--- config.mk ---
export PLATFORM = sky130hd
export DESIGN_NAME = lfu_page_replacement_top
export DESIGN_NICKNAME = d
export VERILOG_FILES = /design/src/hw/rtl/lfupr_pkg.sv /design/src/hw/rtl/lfupr_ram.sv /design/src/hw/rtl/lfupr_count_table.sv /design/src/hw/rtl/lfupr_frames.sv /design/src/hw/rtl/lfu_page_replacement_top.sv
export SDC_FILE = /design/constraint.sdc
export NUM_CORES = 2
export LEC_CHECK = 0
export BUFFER_PORTS_ARGS = -buffer_cell sky130_fd_sc_hd__buf_4
export CORE_MARGIN = 2
export CORE_UTILIZATION = 61
export CTS_CLUSTER_DIAMETER = 200
export DETAILED_ROUTE_END_ITERATION = 8
export PLACE_DENSITY_LB_ADDON = 0.1
export RECOVER_POWER = 100
export SKIP_LAST_GASP = 1
export SLEW_MARGIN = 40
export SYNTH_ARGS = -nofsm -noshare
export SYNTH_HDL_FRONTEND = slang
export SYNTH_MEMORY_MAX_BITS = 65536
export SYNTH_SLANG_ARGS = --single-unit
--- constraint.sdc ---
create_clock -name clk -period 28.7 [get_ports clk]
set_clock_uncertainty 0.2 [all_clocks]
set_input_delay 1.435 -clock clk [delete_from_list [all_inputs] [get_ports clk]]
set_output_delay 1.435 -clock clk [all_outputs]
set_load 0.005 [all_outputs]
--- src/hw/rtl/lfupr_pkg.sv ---
// Shared constants and types for the LFU page replacement block.
package lfupr_pkg;

	localparam int NUM_FRAMES = 4;
	localparam int PAGE_BITS  = 8;
	localparam int COUNT_BITS = 16;
	localparam int RANK_BITS  = 4;
	localparam int TOTAL_BITS = 16;

	localparam int FRAME_W    = (NUM_FRAMES > 1) ? $clog2(NUM_FRAMES) : 1;
	localparam int FILL_W     = $clog2(NUM_FRAMES + 1);
	localparam int TABLE_SIZE = 1 << PAGE_BITS;

	typedef logic [PAGE_BITS-1:0]  page_t;
	typedef logic [COUNT_BITS-1:0] count_t;
	typedef logic [FRAME_W-1:0]    frame_idx_t;
	typedef logic [RANK_BITS-1:0]  rank_t;
	typedef logic [TOTAL_BITS-1:0] total_t;

	localparam count_t COUNT_MAX = {COUNT_BITS{1'b1}};
	localparam total_t TOTAL_MAX = {TOTAL_BITS{1'b1}};

	typedef struct packed {
		logic       hit;
		frame_idx_t slot;
		logic       ev_valid;
		page_t      ev_page;
		total_t     fault_total;
		total_t     ref_total;
	} result_t;

endpackage

--- src/hw/rtl/lfupr_ram.sv ---
// Generic single-write, single-read RAM with registered read data.
module lfupr_ram #(
	parameter int WIDTH = 16,
	parameter int DEPTH = 256
) (
	input  logic                     clk,
	input  logic                     we,
	input  logic [$clog2(DEPTH)-1:0] waddr,
	input  logic [WIDTH-1:0]         wdata,
	input  logic                     re,
	input  logic [$clog2(DEPTH)-1:0] raddr,
	output logic [WIDTH-1:0]         rdata
);

	logic [WIDTH-1:0] mem_q [DEPTH];

	always_ff @(posedge clk) begin
		if (we) begin
			mem_q[waddr] <= wdata;
		end
		if (re) begin
			rdata <= mem_q[raddr];
		end
	end

endmodule

--- src/hw/rtl/lfupr_count_table.sv ---
// Per-page reference counter table: RAM plus per-entry valid bits cleared at reset.
module lfupr_count_table (
	input  logic                    clk,
	input  logic                    arst_n,
	input  logic                    rd_en,
	input  lfupr_pkg::page_t        rd_addr,
	input  logic                    wr_en,
	input  lfupr_pkg::page_t        wr_addr,
	input  lfupr_pkg::count_t       wr_data,
	output lfupr_pkg::count_t       rd_count
);

	logic [lfupr_pkg::TABLE_SIZE-1:0] entry_vld_q;
	logic                             rd_vld_q;
	lfupr_pkg::count_t                rdata;

	lfupr_ram #(
		.WIDTH(lfupr_pkg::COUNT_BITS),
		.DEPTH(lfupr_pkg::TABLE_SIZE)
	) u_ram (
		.clk   (clk),
		.we    (wr_en),
		.waddr (wr_addr),
		.wdata (wr_data),
		.re    (rd_en),
		.raddr (rd_addr),
		.rdata (rdata)
	);

	always_ff @(posedge clk or negedge arst_n) begin
		if (!arst_n) begin
			entry_vld_q <= '0;
			rd_vld_q    <= 1'b0;
		end else begin
			if (wr_en) begin
				entry_vld_q[wr_addr] <= 1'b1;
			end
			if (rd_en) begin
				rd_vld_q <= entry_vld_q[rd_addr];
			end
		end
	end

	assign rd_count = rd_vld_q ? rdata : '0;

endmodule

--- src/hw/rtl/lfupr_frames.sv ---
// Frame state, hit lookup, LFU victim choice with LRU tie-break, and fault counting.
module lfupr_frames (
	input  logic                 clk,
	input  logic                 arst_n,
	input  logic                 fire,
	input  lfupr_pkg::page_t     page,
	input  lfupr_pkg::count_t    table_count,
	output lfupr_pkg::result_t   result,
	output lfupr_pkg::count_t    new_count
);

	logic [lfupr_pkg::NUM_FRAMES-1:0] valid_q;
	lfupr_pkg::page_t                 page_q [lfupr_pkg::NUM_FRAMES];
	lfupr_pkg::count_t                cnt_q  [lfupr_pkg::NUM_FRAMES];
	lfupr_pkg::rank_t                 rank_q [lfupr_pkg::NUM_FRAMES];
	lfupr_pkg::rank_t                 rank_next [lfupr_pkg::NUM_FRAMES];
	logic [lfupr_pkg::FILL_W-1:0]     fill_q;
	lfupr_pkg::total_t                fault_q;
	lfupr_pkg::total_t                fault_next;

	logic                  hit;
	logic                  full;
	logic                  was_valid;
	lfupr_pkg::frame_idx_t hit_idx;
	lfupr_pkg::frame_idx_t best_idx;
	lfupr_pkg::count_t     best_cnt;
	lfupr_pkg::rank_t      best_rank;
	lfupr_pkg::frame_idx_t slot;
	lfupr_pkg::rank_t      old_rank;
	lfupr_pkg::count_t     base_count;
	logic [lfupr_pkg::COUNT_BITS+lfupr_pkg::TOTAL_BITS-1:0] wide_count;

	always_comb begin
		hit     = 1'b0;
		hit_idx = '0;
		for (int k = 0; k < lfupr_pkg::NUM_FRAMES; k++) begin
			if (!hit && valid_q[k] && page_q[k] == page) begin
				hit     = 1'b1;
				hit_idx = lfupr_pkg::FRAME_W'(k);
			end
		end

		full = (fill_q == lfupr_pkg::FILL_W'(lfupr_pkg::NUM_FRAMES));

		best_idx  = '0;
		best_cnt  = cnt_q[0];
		best_rank = rank_q[0];
		for (int k = 1; k < lfupr_pkg::NUM_FRAMES; k++) begin
			if (cnt_q[k] < best_cnt || (cnt_q[k] == best_cnt && rank_q[k] > best_rank)) begin
				best_idx  = lfupr_pkg::FRAME_W'(k);
				best_cnt  = cnt_q[k];
				best_rank = rank_q[k];
			end
		end

		if (hit) begin
			slot = hit_idx;
		end else if (full) begin
			slot = best_idx;
		end else begin
			slot = fill_q[lfupr_pkg::FRAME_W-1:0];
		end
		was_valid = hit || full;
		old_rank  = rank_q[slot];

		for (int k = 0; k < lfupr_pkg::NUM_FRAMES; k++) begin
			rank_next[k] = rank_q[k];
			if (lfupr_pkg::FRAME_W'(k) == slot) begin
				rank_next[k] = '0;
			end else if (valid_q[k] && (!was_valid || rank_q[k] < old_rank)) begin
				rank_next[k] = rank_q[k] + 1'b1;
			end
		end

		base_count = hit ? cnt_q[hit_idx] : table_count;
		new_count  = (base_count == lfupr_pkg::COUNT_MAX) ? base_count : base_count + 1'b1;
		wide_count = {{lfupr_pkg::TOTAL_BITS{1'b0}}, new_count};

		fault_next = (!hit && fault_q != lfupr_pkg::TOTAL_MAX) ? fault_q + 1'b1 : fault_q;

		result.hit         = hit;
		result.slot        = slot;
		result.ev_valid    = !hit && full;
		result.ev_page     = (!hit && full) ? page_q[best_idx] : '0;
		result.fault_total = fault_next;
		result.ref_total   = (wide_count > {{lfupr_pkg::COUNT_BITS{1'b0}}, lfupr_pkg::TOTAL_MAX})
			? lfupr_pkg::TOTAL_MAX : wide_count[lfupr_pkg::TOTAL_BITS-1:0];
	end

	always_ff @(posedge clk or negedge arst_n) begin
		if (!arst_n) begin
			valid_q <= '0;
			fill_q  <= '0;
			fault_q <= '0;
			for (int k = 0; k < lfupr_pkg::NUM_FRAMES; k++) begin
				rank_q[k] <= '0;
			end
		end else if (fire) begin
			valid_q[slot] <= 1'b1;
			fault_q       <= fault_next;
			if (!was_valid) begin
				fill_q <= fill_q + 1'b1;
			end
			for (int k = 0; k < lfupr_pkg::NUM_FRAMES; k++) begin
				rank_q[k] <= rank_next[k];
			end
		end
	end

	always_ff @(posedge clk) begin
		if (fire) begin
			page_q[slot] <= page;
			cnt_q[slot]  <= new_count;
		end
	end

endmodule

--- src/hw/rtl/lfu_page_replacement_top.sv ---
// Top level of the LFU page replacement block with LRU tie-break.
// Takes one page request per cycle unless a stalled result side holds it, and returns one result
// per request from the result register. The first stage reads the page's counter from
// the two-port count table, which takes the previous request's counter write in the same
// cycle; the second stage does the frame lookup, victim choice and counter update in one pass
// and loads the result register. Counts of resident pages live in the frame
// registers, so a request that follows one to the same page needs no table forwarding. The table
// is ready right after reset: per-entry valid bits replace a clearing pass.
module lfu_page_replacement_top (
	input  logic        clk,
	input  logic        arst_n,
	input  logic        req_valid,
	output logic        req_ready,
	input  logic [7:0]  page_number,
	output logic        res_valid,
	input  logic        res_ready,
	output logic        hit,
	output logic [3:0]  frame_slot,
	output logic        evicted_valid,
	output logic [7:0]  evicted_page,
	output logic [15:0] fault_total,
	output logic [15:0] reference_total
);

	logic               vld_s1;
	lfupr_pkg::page_t   page_s1;
	logic               vld_s2;
	lfupr_pkg::result_t res_s2;
	logic               fire_s1;
	logic               accept;
	lfupr_pkg::page_t   req_page;
	lfupr_pkg::count_t  table_count;
	lfupr_pkg::count_t  new_count;
	lfupr_pkg::result_t result;

	assign req_page  = lfupr_pkg::PAGE_BITS'(page_number);
	assign fire_s1   = vld_s1 && (!vld_s2 || res_ready);
	assign req_ready = !vld_s1 || fire_s1;
	assign accept    = req_valid && req_ready;

	lfupr_count_table u_table (
		.clk      (clk),
		.arst_n   (arst_n),
		.rd_en    (accept),
		.rd_addr  (req_page),
		.wr_en    (fire_s1),
		.wr_addr  (page_s1),
		.wr_data  (new_count),
		.rd_count (table_count)
	);

	lfupr_frames u_frames (
		.clk         (clk),
		.arst_n      (arst_n),
		.fire        (fire_s1),
		.page        (page_s1),
		.table_count (table_count),
		.result      (result),
		.new_count   (new_count)
	);

	always_ff @(posedge clk or negedge arst_n) begin
		if (!arst_n) begin
			vld_s1 <= 1'b0;
			vld_s2 <= 1'b0;
		end else begin
			if (req_ready) begin
				vld_s1 <= req_valid;
			end
			if (fire_s1) begin
				vld_s2 <= 1'b1;
			end else if (res_ready) begin
				vld_s2 <= 1'b0;
			end
		end
	end

	always_ff @(posedge clk) begin
		if (accept) begin
			page_s1 <= req_page;
		end
		if (fire_s1) begin
			res_s2 <= result;
		end
	end

	assign res_valid       = vld_s2;
	assign hit             = res_s2.hit;
	assign frame_slot      = 4'(res_s2.slot);
	assign evicted_valid   = res_s2.ev_valid;
	assign evicted_page    = 8'(res_s2.ev_page);
	assign fault_total     = res_s2.fault_total;
	assign reference_total = res_s2.ref_total;

endmodule

Word-level counts from Yosys, hierarchy flattened. Memory sizes are Yosys's and may differ from the RTL's. A register that Yosys moved wholly into a read port is not among the register bits. Index checks and enable logic that the tools add are counted.

Register bits after elaboration: 342. Memory bits (writable): 4192. Bits of input ports: 12. Output and inout bits: 48. Word-level logic and storage cells: 150. Memories: 3.

Add/subtract/negate cells: 7. Magnitude comparators: 16. Equality and inequality tests: 13. Mux-type cells: 41. Bitwise logic cells: 4. Reduce and logical (&&, ||, !) cells: 49.

Memories: u_table.u_ram.mem_q (depth 256, bits a word 16, rd ports 1, clocked after Yosys merged registers in 1, wr ports 1, RTL line lfupr_ram.sv:15) `logic [WIDTH-1:0] mem_q [DEPTH];`; u_frames.cnt_q (depth 4, bits a word 16, rd ports 5, clocked after Yosys merged registers in 0, wr ports 1, RTL line lfupr_frames.sv:14) `lfupr_pkg::count_t cnt_q [lfupr_pkg::NUM_FRAMES];`; u_frames.page_q (depth 4, bits a word 8, rd ports 5, clocked after Yosys merged registers in 1, wr ports 1, RTL line lfupr_frames.sv:13) `lfupr_pkg::page_t page_q [lfupr_pkg::NUM_FRAMES];`.

Operators by type and width (number): bitwise OR 256 bit (1); two-way mux 16 bit (6); equality test 16 bit (3); < comparator 16 bit (3); two-way mux 4 bit (12); adder 16 x 1 -> 16 bit (second input constant) (2); equality test 8 bit (4); logical AND 1 bit (20); < comparator 8 x 9 -> 1 bit (second input constant) (2); adder 4 x 1 -> 4 bit (second input constant) (4); equality test 16 bit (second input constant) (1); < comparator 4 bit (4); inequality test 16 bit (second input constant) (1); two-way mux 1 bit (13); > comparator 4 bit (3); two-way mux 2 bit (6); logical OR 1 bit (10); AND reduction 2 bit (5); nonzero test 2 bit (5); binary-select mux 1 bit (select 8 bit) (1); binary-select mux 4 bit (select 2 bit) (1); demux 1 bit (select 8 bit) (1); >= comparator 8 x 1 -> 1 bit (second input constant) (1); zero test 1 bit (8); 12 further kinds (13).

Longest topological paths before layout. An unclocked memory read counts as a cell.

Depth after elaboration: 26. Mapped depth: 40. Depth with buffers taken out: 36.

Modules after synthesis. A second synthesis with hierarchy kept.

Cell total of the unflattened synthesis: 9260. Area total of the unflattened synthesis: 181195.0 sq um.

By module, submodules not included: lfupr_ram (instances 1, cells each 7360, area an instance 158874.9 sq um); lfupr_count_table (instances 1, cells each 860, area an instance 11342.1 sq um); lfupr_frames (instances 1, cells each 977, area an instance 9293.9 sq um); lfu_page_replacement_top (instances 1, cells each 63, area an instance 1684.1 sq um).

Worst setup path after synthesis. OpenSTA, ideal clock, no wires.

Kind: register to register. Start point: register page_s1[7]. End point: register res_s2 (netlist bit reference_total[7]), data pin. Data arrival time: 10.494 ns. Data required time: 26.820 ns. Slack: 16.325 ns. Stages on the path, launching flop included: 16. Buffers on the path: 3. Path through: edfxtp_1 -> buf_4 -> xnor2_1 -> nand3_1 -> nor3_1 -> buf_2 -> nand2_1 -> a21oi_1 -> a211oi_1 -> or4_1 -> nor4_2 -> nand2b_1 -> nor4_2 -> buf_4 -> nor4_1 -> xnor2_1.

Longest elaborated chain between the ends: 19. Elaborated cells between the ends (all ways): 26. Those cells by class: add/sub (1); eq/ne (5); mux (9); reduce/logical (10); memory (1).

Ends and longest elaborated chain: start, declared (RTL line lfu_page_replacement_top.sv:26) `lfupr_pkg::page_t page_s1;`; start signal, assigned (RTL line lfu_page_replacement_top.sv:80) `page_s1 <= req_page;`; equality test 8 bit (RTL line lfupr_frames.sv:37) `if (!hit && valid_q[k] && page_q[k] == page) begin`; logical AND 1 bit (RTL line lfupr_frames.sv:37); two-way mux 1 bit (RTL line lfupr_frames.sv:37); zero test 1 bit (RTL line lfupr_frames.sv:37); logical AND 1 bit (2 in series) (RTL line lfupr_frames.sv:37); two-way mux 1 bit (RTL line lfupr_frames.sv:37); zero test 1 bit (RTL line lfupr_frames.sv:37); logical AND 1 bit (2 in series) (RTL line lfupr_frames.sv:37); two-way mux 1 bit (RTL line lfupr_frames.sv:37); zero test 1 bit (RTL line lfupr_frames.sv:37); logical AND 1 bit (2 in series) (RTL line lfupr_frames.sv:37); two-way mux 2 bit (RTL line lfupr_frames.sv:37); memory read (4 x 16 bit); two-way mux 16 bit * (RTL line lfupr_frames.sv:75) `base_count = hit ? cnt_q[hit_idx] : table_count;`; adder 16 x 1 -> 16 bit / equality test 16 bit (equally long branches) (RTL line lfupr_frames.sv:76) `new_count = (base_count == lfupr_pkg::COUNT_MAX) ? base_count : base_count + 1'b1;`; two-way mux 16 bit * (RTL line lfupr_frames.sv:76); named net new_count[7] (RTL line lfu_page_replacement_top.sv:33) `lfupr_pkg::count_t new_count;`; end signal, assigned (RTL line lfu_page_replacement_top.sv:83) `res_s2 <= result;`; end, declared (RTL line lfu_page_replacement_top.sv:28) `lfupr_pkg::result_t res_s2;`.

Mark *: on every way through the listed nets, which the timed path passes. The rest lies on a longest branch. A chain may end at the register's enable or synchronous reset.

Worst setup path after layout.
Start point: input page_number[0]. End point: register u_table.rd_vld_q.

Longest elaborated chain between the ends: 2.

Ends and longest elaborated chain: start, declared (RTL line lfu_page_replacement_top.sv:14) `input logic [7:0] page_number,`; binary-select mux 1 bit (select 8 bit) (RTL line lfupr_count_table.sv:39) `rd_vld_q <= entry_vld_q[rd_addr];`; two-way mux 1 bit (not written as such) (RTL line lfupr_count_table.sv:39); end signal, assigned (RTL line lfupr_count_table.sv:39); end, declared (RTL line lfupr_count_table.sv:14) `logic rd_vld_q;`.

Every way passes these cells. The select of a mux whose other input is x is not followed.

==> flow_summary_export.csv <==
group,metric,value,unit
routing,viasPerCell,6.758,
sta,maxSlewViolCount,6426,
routing,ant_nets,0,
grt,grt_pass1_wl,623500,um
routing,drtIter0Drc,11590,
grt,grt_pass1_vias,84100,
routing,dr.pass1.iters,5,
grt,antenna_found_initial,25,
sta,tightest_slew,7.360,ns
routing,wl_per_cell,34.85,um
job,maxCapViolCount,163,
critical_path,cpMostUsedCell,"clkbuf_1",
sta,hold_viol,0,
layout,post-route-util,68.67,%
clock_tree,numCtsBuffers,446,
sta,slew_headroom,-390.7,%
die,die_y,543.2,um
die,die_area,295000,um^2
power_and_ir_drop,seq_power_share,51.7,%
place,routabilityCongestion,0.8732,
synth,synthAdderAreaFrac,0.5200,%
layout,nets,8343,
critical_path,crit_buf_inv,6,
clock_tree,hold_buffers,0,
synth,synth_xor_xnor_area_share,0.3704,%
sta,hold_slack,0.2570,ns
critical_path,worstReg2RegStart,"page_s1[5]$_DFFE_PP_",
synth,synth-simple-area-share,2.520,%
power_and_ir_drop,p_switching,3.363,mW
sta,max_freq,0.05861,GHz
sta,layout_worst_path_cycle_share,59.44,%
place,place_inst,11680,
clock_tree,clkSinkCount,4558,
critical_path,worstPathArrival,17.57,ns
grt,grt_overflow,0,
routing,wl,436800,um
power_and_ir_drop,power.internal,11.42,mW
critical_path,cpPeakStageDelay,4.07,ns
sta,setup_viol,0,
critical_path,crit_path_max_fanout,56,
clock_tree,htreeDepth,5,
clock_tree,cts_setup_buffers,0,
clock_tree,root_buffer,"clkbuf_16",
power_and_ir_drop,power,14.79,mW
critical_path,critPathSlowestCell,"clkbuf_1",
critical_path,cp.depth,12,
critical_path,critPathKind,"in -> reg",
die,initial_core_util,61.44,%
sta,period_needed,17.06,ns
sta,grt_setup_unrepaired,"false",
synth,synthCells,7737,
critical_path,cp-end-kind,"flop",
synth,synth_edf_count,4260,
synth,synth-compound-area-share,0.8128,%
clock_tree,clk_pin_slew,0.06,ns
layout,layout-drive-gt1-share,30.02,%
synth,synthDistinctLibCells,87,
routing,drc_errors,0,
routing,vias,84700,
critical_path,r2r_setup_slack,12.29,ns
outcome,status,"finished, violations left",
synth,avgSynthCellArea,22.92,um^2
synth,ys_ff_latch,4558,
clock_tree,cts_buffer_depth,4,
power_and_ir_drop,pwr-share-comb,8.6,%
die,core_area,288600,um^2
synth,ys_async_sr_fraction,6.538,%
place,place_ws,19.47,ns
synth,syn_area,177300,um^2
clock_tree,tritoncts,"built",
die,die_w,543.2,um
synth,synth_flop_cell,"edfxtp_1",
min_path,hp-start,"u_table.entry_vld_q[250]$_DFFE_PN0P_",
clock_tree,cts_resized,0,
layout,stdcell_count,12530,
critical_path,crit_path_start_kind,"primary input",
critical_path,cp_top_family,"buffers and inverters",
place,hpwl,253600,um
min_path,hold_path_depth,1,
min_path,min_to,"u_table.entry_vld_q[250]$_DFFE_PN0P_",
grt,grt_max_degree,209,
synth,synth.area.mux_share,18.44,%
power_and_ir_drop,clockPowerShare,39.7,%
synth,synth_top_family_by_area,"multiplexers",
power_and_ir_drop,leakagePower,64.51,nW
sta,layout_setup_ws,11.64,ns
critical_path,required,29.21,ns
die,pin_count,60,
die,rows,197,
critical_path,reg2reg_to,"u_table.u_ram.mem_q[254][13]$_DFFE_PP_",
power_and_ir_drop,peakVddDrop,0.00006112,V
sta,setup_tns,0,ns
grt,grt_usage,30.05,%
place,place_area,185100,um^2
critical_path,ff2ff_path_depth,15,
layout,area_growth,11.76,%
place,port_buffers,57,
layout,final_area,198200,um^2
outcome,violations,"capacitance limit, slew limit",
power_and_ir_drop,power_density,74.61,nW/um^2
critical_path,crit_chain,"clkbuf_1, clkbuf_1, clkbuf_1, clkbuf_1, buf_6, clkbuf_1, mux4_2, mux4_2, mux4_2, mux4_2, nand2_1, o21ai_0",
power_and_ir_drop,swShare,22.74,%
synth,yosys_warnings,0,
min_path,hp-class,"reg -> reg",
clock_tree,clock_insertion_delay_worst_skew,0.98,ns
synth,seq_area_frac_synth,76.34,%
[logic make-up (layout without fill, tap and decap cells)]
family	count (synthesis)	count (layout)
compound gates	215	215
xor+xnor	75	75
fa+ha+maj	74	74
buf+inv	444	1345
flops	4558	4558
mux	1460	1460
other cells	1	15
simple gates	910	910
[power groups by stage]
stage                     Sequential [mW]  Clock (mW)  Combinational (mW)
after global placement               7.73           0                1.25
after detailed placement             7.73           0                1.29
after CTS                            7.59        5.94                1.30
after floorplan                      7.78           0               0.812
after global routing                 7.65        6.20                1.36
final                                7.64        5.87                1.27
[worst max-delay path by stage]
| stage | from | endpoint | slack (ns) |
|---|---|---|---|
| after floorplan | page_s1[7]$_DFFE_PP_ | reference_total[7]$_DFFE_PP_ | 16.33 |
| after global placement | u_frames.cnt_q[1][3]$_DFFE_PP_ | u_frames.rank_q[3]$_DFFE_PN0P_ | 19.56 |
| after detailed placement | u_frames.rank_q[8]$_DFFE_PN0P_ | u_frames.rank_q[13]$_DFFE_PN0P_ | 19.47 |
| after CTS | u_frames.rank_q[8]$_DFFE_PN0P_ | u_frames.rank_q[13]$_DFFE_PN0P_ | 19.45 |
| after global routing | page_number[0] | u_table.rd_vld_q$_DFFE_PN0P_ | 9.44 |
| final | page_number[0] | u_table.rd_vld_q$_DFFE_PN0P_ | 11.64 |
[cell usage in the layout (no fill, tap or decap), types with 9 or more instances in the layout]
master	Yosys	layout
a211oi_1	21	21
a21oi_1	81	80
buf_12	0	9
buf_4	11	22
buf_6	5	27
bufinv_16	0	48
clkbuf_1	271	474
clkbuf_16	0	452
clkbuf_4	0	40
clkbuf_8	0	39
clkinv_1	0	63
clkinv_2	0	79
clkinvlp_4	0	11
dfrtp_1	298	298
diode_2	0	13
edfxtp_1	4260	4260
ha_1	72	72
inv_1	44	44
inv_6	0	11
mux4_2	1445	1445
nand2_1	128	122
nand2b_1	10	10
nand3_1	51	48
nand4_1	18	18
nor2_1	365	280
nor2_2	0	85
nor2b_1	12	12
nor3_1	17	16
o21ai_0	37	38
o22ai_1	10	10
or2_2	260	260
xnor2_1	63	59
xor2_1	12	10
[worst reg2reg max path: cells and delay by family, from the launching register on]
kind                   cells  cell delay, ns
AND/OR/NAND/NOR            9            5.96
XOR/XNOR                   1            0.18
buffers and inverters      4            7.93
AO/OA/AOI/OAI              1            0.46
flip-flops                 1            0.36
[layer usage]
layer / track usage [%] / wire, um / part of all wire (%)
met3: 6.146 / 47340 / 11
met1: 46.19 / 172900 / 40
met2: 45.10 / 203300 / 47
met4: 7.917 / 13140 / 3.0
met5: 0 / 116 / 0.027
[cells in the mapped netlist (3+ instances only)]
cell type     n  share of area, %
a211oi_1     21             0.089
or3_1         6             0.021
nor4b_1       3             0.015
nand3b_1      4             0.017
buf_4        11             0.047
a21oi_1      81              0.23
o21ai_0      37              0.10
inv_1        44             0.093
nor2b_1      12             0.042
a31oi_1       3             0.011
nand2_1     128              0.27
mux2i_1       9             0.051
a211o_1       6             0.030
buf_6         5             0.032
mux2_2        5             0.032
a21o_1        4             0.017
and2_1        4             0.014
clkbuf_1    271              0.57
nor3b_1       3             0.013
xnor2_1      63              0.31
o211ai_1      8             0.034
and3_1        7             0.025
nand3_1      51              0.14
dfrtp_1     298               4.2
nand2b_1     10             0.035
ha_1         72              0.51
edfxtp_1   4260                72
buf_2        12             0.034
o22ai_1      10             0.035
buf_1       100              0.21
nand4_1      18             0.064
nor2_1      365              0.77
a221oi_1      4             0.020
or2_2       260              0.92
nor3_1       17             0.048
a22oi_1       4             0.017
xor2_1       12             0.059
mux4_2     1445                18
or4_1         3             0.013
[final cells by class]
class                      count  area (um^2)
multi-input combinational   2736        40480
inverter                      45        168.9
timing repair buffer         472         2544
clock inverter               227         2480
tap                         3880         4855
fill                       17630        90440
clock buffer                 601        12260
antenna                       13        32.53
sequential                  4558       135400
[sequential cells by signal, summed over array words and instances (netlist names)]
name                 count
u_table.rd_vld_q         1
u_frames.page_q         32
u_table.u_ram.mem_q   4096
u_frames.cnt_q          64
reference_total         16
page_s1                  8
frame_slot               2
fault_total             16
u_frames.rank_q         16
u_frames.fault_q        16
res_valid                1
evicted_page             8
u_table.u_ram.rdata     16
evicted_valid            1
u_frames.fill_q          3
u_table.entry_vld_q    256
u_frames.valid_q         4
hit                      1
vld_s1                   1
(Power assumes the default switching activity.)
